===== src/rtl/ptm_pkg.sv =====
// Shared types and constants for the pose to transform matrix block.
`timescale 1ns / 1ps
package ptm_pkg;

  // Q16.16 one
  localparam logic [31:0] ONE_Q16 = 32'h0001_0000;

  // quotient bits kept by the divider: Q16.16 plus one rounding bit, values up to 2^17
  localparam int QUO_BITS = 18;

  // last matrix row index
  localparam logic [1:0] LAST_ROW = 2'd3;

  // per-row control that travels alongside the divider lanes
  typedef struct packed {
    logic [1:0]  row;
    logic        fell;
    logic        last;
    logic [31:0] col3;
  } row_info_t;

endpackage


===== src/rtl/ptm_div.sv =====
// Pipelined restoring divider, one quotient bit per stage, with a tag that rides along.
`timescale 1ns / 1ps
module ptm_div #(
  parameter int NUM_W = 34,
  parameter int DEN_W = 33,
  parameter int TAG_W = 1
) (
  input  logic                            clk,
  input  logic                            rst,
  input  logic                            en,
  input  logic                            in_valid,
  input  logic [NUM_W-1:0]                num,
  input  logic [DEN_W-1:0]                den,
  input  logic [TAG_W-1:0]                tag,
  output logic                            out_valid,
  output logic [ptm_pkg::QUO_BITS-1:0]    quo,
  output logic [TAG_W-1:0]                out_tag
);
  import ptm_pkg::*;

  localparam int RW = NUM_W + QUO_BITS - 1;

  logic                vld  [QUO_BITS+1];
  logic [RW-1:0]       rem  [QUO_BITS+1];
  logic [QUO_BITS-1:0] qacc [QUO_BITS+1];
  logic [DEN_W-1:0]    dreg [QUO_BITS+1];
  logic [TAG_W-1:0]    treg [QUO_BITS+1];

  // dividend is the numerator scaled by 2^(QUO_BITS-1)
  assign vld[0]  = in_valid;
  assign rem[0]  = {num, {(QUO_BITS-1){1'b0}}};
  assign qacc[0] = '0;
  assign dreg[0] = den;
  assign treg[0] = tag;

  generate
    for (genvar s = 0; s < QUO_BITS; s++) begin : g_stage
      localparam int K = QUO_BITS - 1 - s;
      logic [RW-1:0] dsh;
      logic          take;

      // trial subtract of the divisor aligned to this quotient bit
      assign dsh  = RW'(dreg[s]) << K;
      assign take = (rem[s] >= dsh);

      always_ff @(posedge clk) begin
        if (rst) vld[s+1] <= 1'b0;
        else if (en) vld[s+1] <= vld[s];
        if (en) begin
          rem[s+1]  <= take ? rem[s] - dsh : rem[s];
          qacc[s+1] <= {qacc[s][QUO_BITS-2:0], take};
          dreg[s+1] <= dreg[s];
          treg[s+1] <= treg[s];
        end
      end
    end
  endgenerate

  assign out_valid = vld[QUO_BITS];
  assign quo       = qacc[QUO_BITS];
  assign out_tag   = treg[QUO_BITS];

endmodule


===== config.mk =====
export PLATFORM = sky130hd
export DESIGN_NAME = ptm_div
export DESIGN_NICKNAME = d
export VERILOG_FILES = /design/src/rtl/ptm_pkg.sv /design/src/rtl/ptm_div.sv
export SDC_FILE = /design/constraint.sdc
export NUM_CORES = 2
export LEC_CHECK = 0
export ABC_AREA = 0
export BUFFER_PORTS_ARGS = -buffer_cell sky130_fd_sc_hd__buf_4
export CORE_AREA = 2 2 400 402
export DETAILED_ROUTE_END_ITERATION = 10
export DIE_AREA = 0 0 402 404
export PLACE_DENSITY = 0.71
export SYNTH_ARGS = -nofsm -noshare
export SYNTH_HDL_FRONTEND = slang
export SYNTH_SLANG_ARGS = --single-unit
export TNS_END_PERCENT = 30

===== constraint.sdc =====
create_clock -name clk -period 5.9 [get_ports clk]
set_input_delay 1.475 -clock clk [delete_from_list [all_inputs] [get_ports clk]]
set_output_delay 1.475 -clock clk [all_outputs]
set_load 0.02 [all_outputs]

==> results.md <==
* Setup repair bufs after CTS at 0
* Via count at 61023
* Pin count of the biggest net entering global routing at 137
* Leak at 38.05 nW
* Sink Count at 1482
* Hold Buf Count CTS at 0
* Hold Path End: qacc[202]
* Gr ovfl total at 0
* Setup TNS at 0 ns
* Global-route wire length before repair at 317800 microns
* Net count after synthesis at 8902
* Clk Latency, worst-skew pair at 0.79 ns
* Final Skew at 0.03704 ns
* Initial core utilization at 0.5491
* Clock transition at path regs at 0.06 ns
* Synth warn at 0
* Residual DRC at 0
* R2R Path Start: rem[676]
* Post-synth cell types at 90
* Initial DRC count at 3643
* CTS tree: built
* Number of global-route vias before repair at between 60000 and 70000
* Post-synthesis cell area at 86660 sq um
* Clock tree buffer depth at 3
* Initial antenna violation count at 4
* Core area at 157800 sq um
* CP required at 6.43 ns
* Unrepaired setup endpoints after global routing: no
* # fillers at 12771
* Post-synthesis async set-or-reset flop share at 0
* Adder-Cell Fraction of Synth Area at 0.08954
* Largest family of logic cells by synthesized area: compound AO/OA/AOI/OAI gates
* Crit share post-route at 0.7835
* Simple-Gate Fraction of Synth Area at 0.1150
* Worst endpoint data arrival time at 5.15 ns
* CTS resizes at 0
* DR WL/cell at 19.22 microns
* Minimum clock period at 4.623 ns
* Mapped Cells at 8220
* Layout Nets at 8934
* Detailed Place HPWL at 154500 microns
* Antenna-violating nets left at 0
* Layout area overhead at 9.555%
* CP max-delay cell: or3_2
* WHS at 0.4122 ns
* Share of cells above drive strength 1 at 0.06701
* Max_cap viols at 0
* CP cell instances: ha_1 -> nor2b_1 -> o31ai_1 -> a21oi_1 -> o31ai_1 -> nand2_1 -> a21o_1 -> a41o_1 -> or3_2 -> mux2_2
* Startpoint types: register
* Setup violators final at 0
* Yosys reg bits at ~1500
* Xor/xnor share of the synthesized area at 0.06427
* Sequential share of the synthesized area at 0.5114
* Flop2flop setup slack at approximately 1.3 ns
* Pre-antenna DRT Iters at 6
* Syn Area/Cell at 10.54 sq um
* Max VDD drop at 0.3273 mV
* Final GP Congestion at 1.016
* Status: finished, final reports clean
* Worst Hold Launch: qacc[219]
* Number of flops mapped to enable cells by yosys at 1464
* Peak per-stage delay on the critical path at 0.85 ns
* Buffer type at the clock tree root: clkbuf_16
* Slew HR at 0.1787
* Fmax at 216.3 MHz
* Die width at 402 microns
* Total track usage at 0.2453
* Worst hold stages at 0
* I/O pin cnt at 92
* Routed WL at 201100 microns
* Prevailing post-synth register cell: edfxtp_1
* Reg-to-Reg End: rem[637]
* CP most frequent cell: o31ai_1
* Row cnt at 146
* PwrDens at 498.0 nW/um^2
* CTS buffer count at 167
* Die height at 404 microns
* Vias per inst at 5.834
* Worst Tran Pin Value at 1.216 ns
* H-tree lvl count at 4
* Worst r2r path cells at 10
* Hold Crit Class: reg -> reg
* Final Max Slew Viols at 0
* CP max FO at 55
* Compound-Gate Fraction of Synth Area at 0.1592
* Total die area at ~160000 sq um
* Port Buffers at 91
* CP endpoint kind: register
* Mux contribution to synthesized area at 0.01387
* Kind of critical path: reg -> reg
* Hold Fails Final Rpt at 0
## sequential cells by signal, summed over array words and instances, names as in the netlist
signal,cells
rem,714
out_valid,1
qacc,153
out_tag,1
vld,17
quo,18
treg,17
dreg,561
## metal layers
| metal | vias up | global-route usage | wire [microns] |
|---|---|---|---|
| met5 | - | 0 | 0 |
| met4 | 0 | 0.1708 | 15080 |
| met3 | 667 | 0.02932 | 6242 |
| met2 | 1618 | 0.4996 | 112800 |
| met1 | 28726 | 0.2192 | 66990 |
| li1 | 30012 | - | - |
## metrics by stage
stage	instance area (sq um)	total power, mW	std cells	setup slack, ns	utilization
4_1_cts	94940	47.21	10459	1.288	0.6015
3_3_place_gp	89620	36.68	10155	0.4866	0.5678
5_1_grt	94940	50.30	10459	1.088	0.6015
6_report	94940	47.29	10460	1.277	0.6016
3_5_place_dp	89620	37.06	10155	0.4794	0.5678
2_1_floorplan	86660	31.72	8220	1.054	-
## cell usage in the layout, fill, tap and decap left out, types with 20 or more instances in the layout
cell type	Yosys	final
xnor2_1	344	344
ha_1	593	593
clkbuf_16	0	168
or4_1	21	21
a31oi_1	69	67
edfxtp_1	1464	1464
inv_1	753	753
nor2b_1	91	91
o21ai_0	589	589
clkbuf_1	240	40
o21a_1	57	57
o21bai_1	77	77
nor3_1	115	115
clkinv_1	0	41
a21o_1	315	315
o31ai_1	39	39
nor2_1	542	541
a31o_2	20	20
and3_1	62	62
or3_1	43	42
a21oi_1	764	763
mux2i_1	20	20
nand2b_1	73	72
buf_4	19	140
nand4_1	143	143
a211oi_1	45	45
nor4_1	62	60
and2_1	34	33
a21boi_0	21	21
or2_2	20	20
buf_12	0	20
xor2_1	292	292
mux2_2	89	89
nand3_1	149	148
o211ai_1	38	38
a211o_1	20	20
nand2_1	641	640
## synth_stat cells, types with 16 or more instances
library cell  instances  area share
o31ai_1              39      0.0034
buf_2                19      0.0011
or2_2                20      0.0014
nand4_1             143       0.010
nor4_1               62      0.0045
buf_1                19     0.00082
a21o_1              315       0.027
o2111ai_1            16      0.0016
o21ai_0             589       0.034
or3_1                43      0.0031
and4_1               17      0.0017
nand3_1             149      0.0086
inv_1               753       0.033
a2111oi_0            18      0.0018
and2_1               34      0.0025
a211oi_1             45      0.0039
nand2_1             641       0.028
edfxtp_1           1464        0.51
mux2i_1              20      0.0023
nor2b_1              91      0.0066
xor2_1              292       0.030
or4_1                21      0.0018
nor3_1              115      0.0066
fa_1                 17      0.0039
xnor2_1             344       0.035
and3_1               62      0.0045
o211ai_1             38      0.0033
a21boi_0             21      0.0018
a21oi_1             764       0.044
nand2b_1             73      0.0053
dfxtp_1              18      0.0042
clkbuf_1            240       0.010
buf_4                19      0.0016
o21a_1               57      0.0049
nor2_1              542       0.023
a31oi_1              69      0.0050
ha_1                593       0.086
mux2_2               89       0.012
o21bai_1             77      0.0067
a211o_1              20      0.0020
a31o_2               20      0.0020
## worst max-delay path by stage
stage / to / slack, ns / from
3_5_place_dp: rem[891] / 0.48 / num[0]
5_1_grt: rem[633] / 1.09 / rem[676]
6_report: rem[637] / 1.28 / rem[676]
2_1_floorplan: rem[885] / 1.05 / num[0]
3_3_place_gp: rem[891] / 0.49 / num[0]
4_1_cts: rem[637] / 1.29 / rem[676]
## cell type report
class,instances,area (sq um),area share
antenna,1,2.502,0.00002636
clock buffer,215,4451,0.04687
clock inverter,89,870.8,0.009172
inverter,754,2830,0.02981
multi-input combinational,5686,38400,0.4044
sequential,1482,44320,0.4668
tap,2072,2592,0.02731
timing repair buffer,161,1479,0.01558
## power breakdown
part | total [mW] | switching (mW) | internal, mW
registers | 16.9 | 1.59 | 15.3
clock network | 10.0 | 4.27 | 5.75
logic | 20.3 | 11.9 | 8.41
total | 47.3 | 17.8 | 29.5
## worst max-delay path, delay by kind of cell (launching register included)
| family | cells | cell delay (ns) |
|---|---|---|
| fa+ha+maj | 1 | 0.35 |
| flops | 1 | 0.45 |
| compound gates | 5 | 1.81 |
| mux | 1 | 0.45 |
| simple gates | 3 | 1.27 |
## cell families after synthesis
| logic type | after synthesis |
|---|---|
| AO/OA/AOI/OAI | 2251 |
| XOR/XNOR | 636 |
| adder cells (fa/ha/maj) | 610 |
| buffers and inverters | 1052 |
| flip-flops | 1482 |
| multiplexers | 109 |
| AND/OR/NAND/NOR | 2080 |
(Power assumes the default switching activity.)
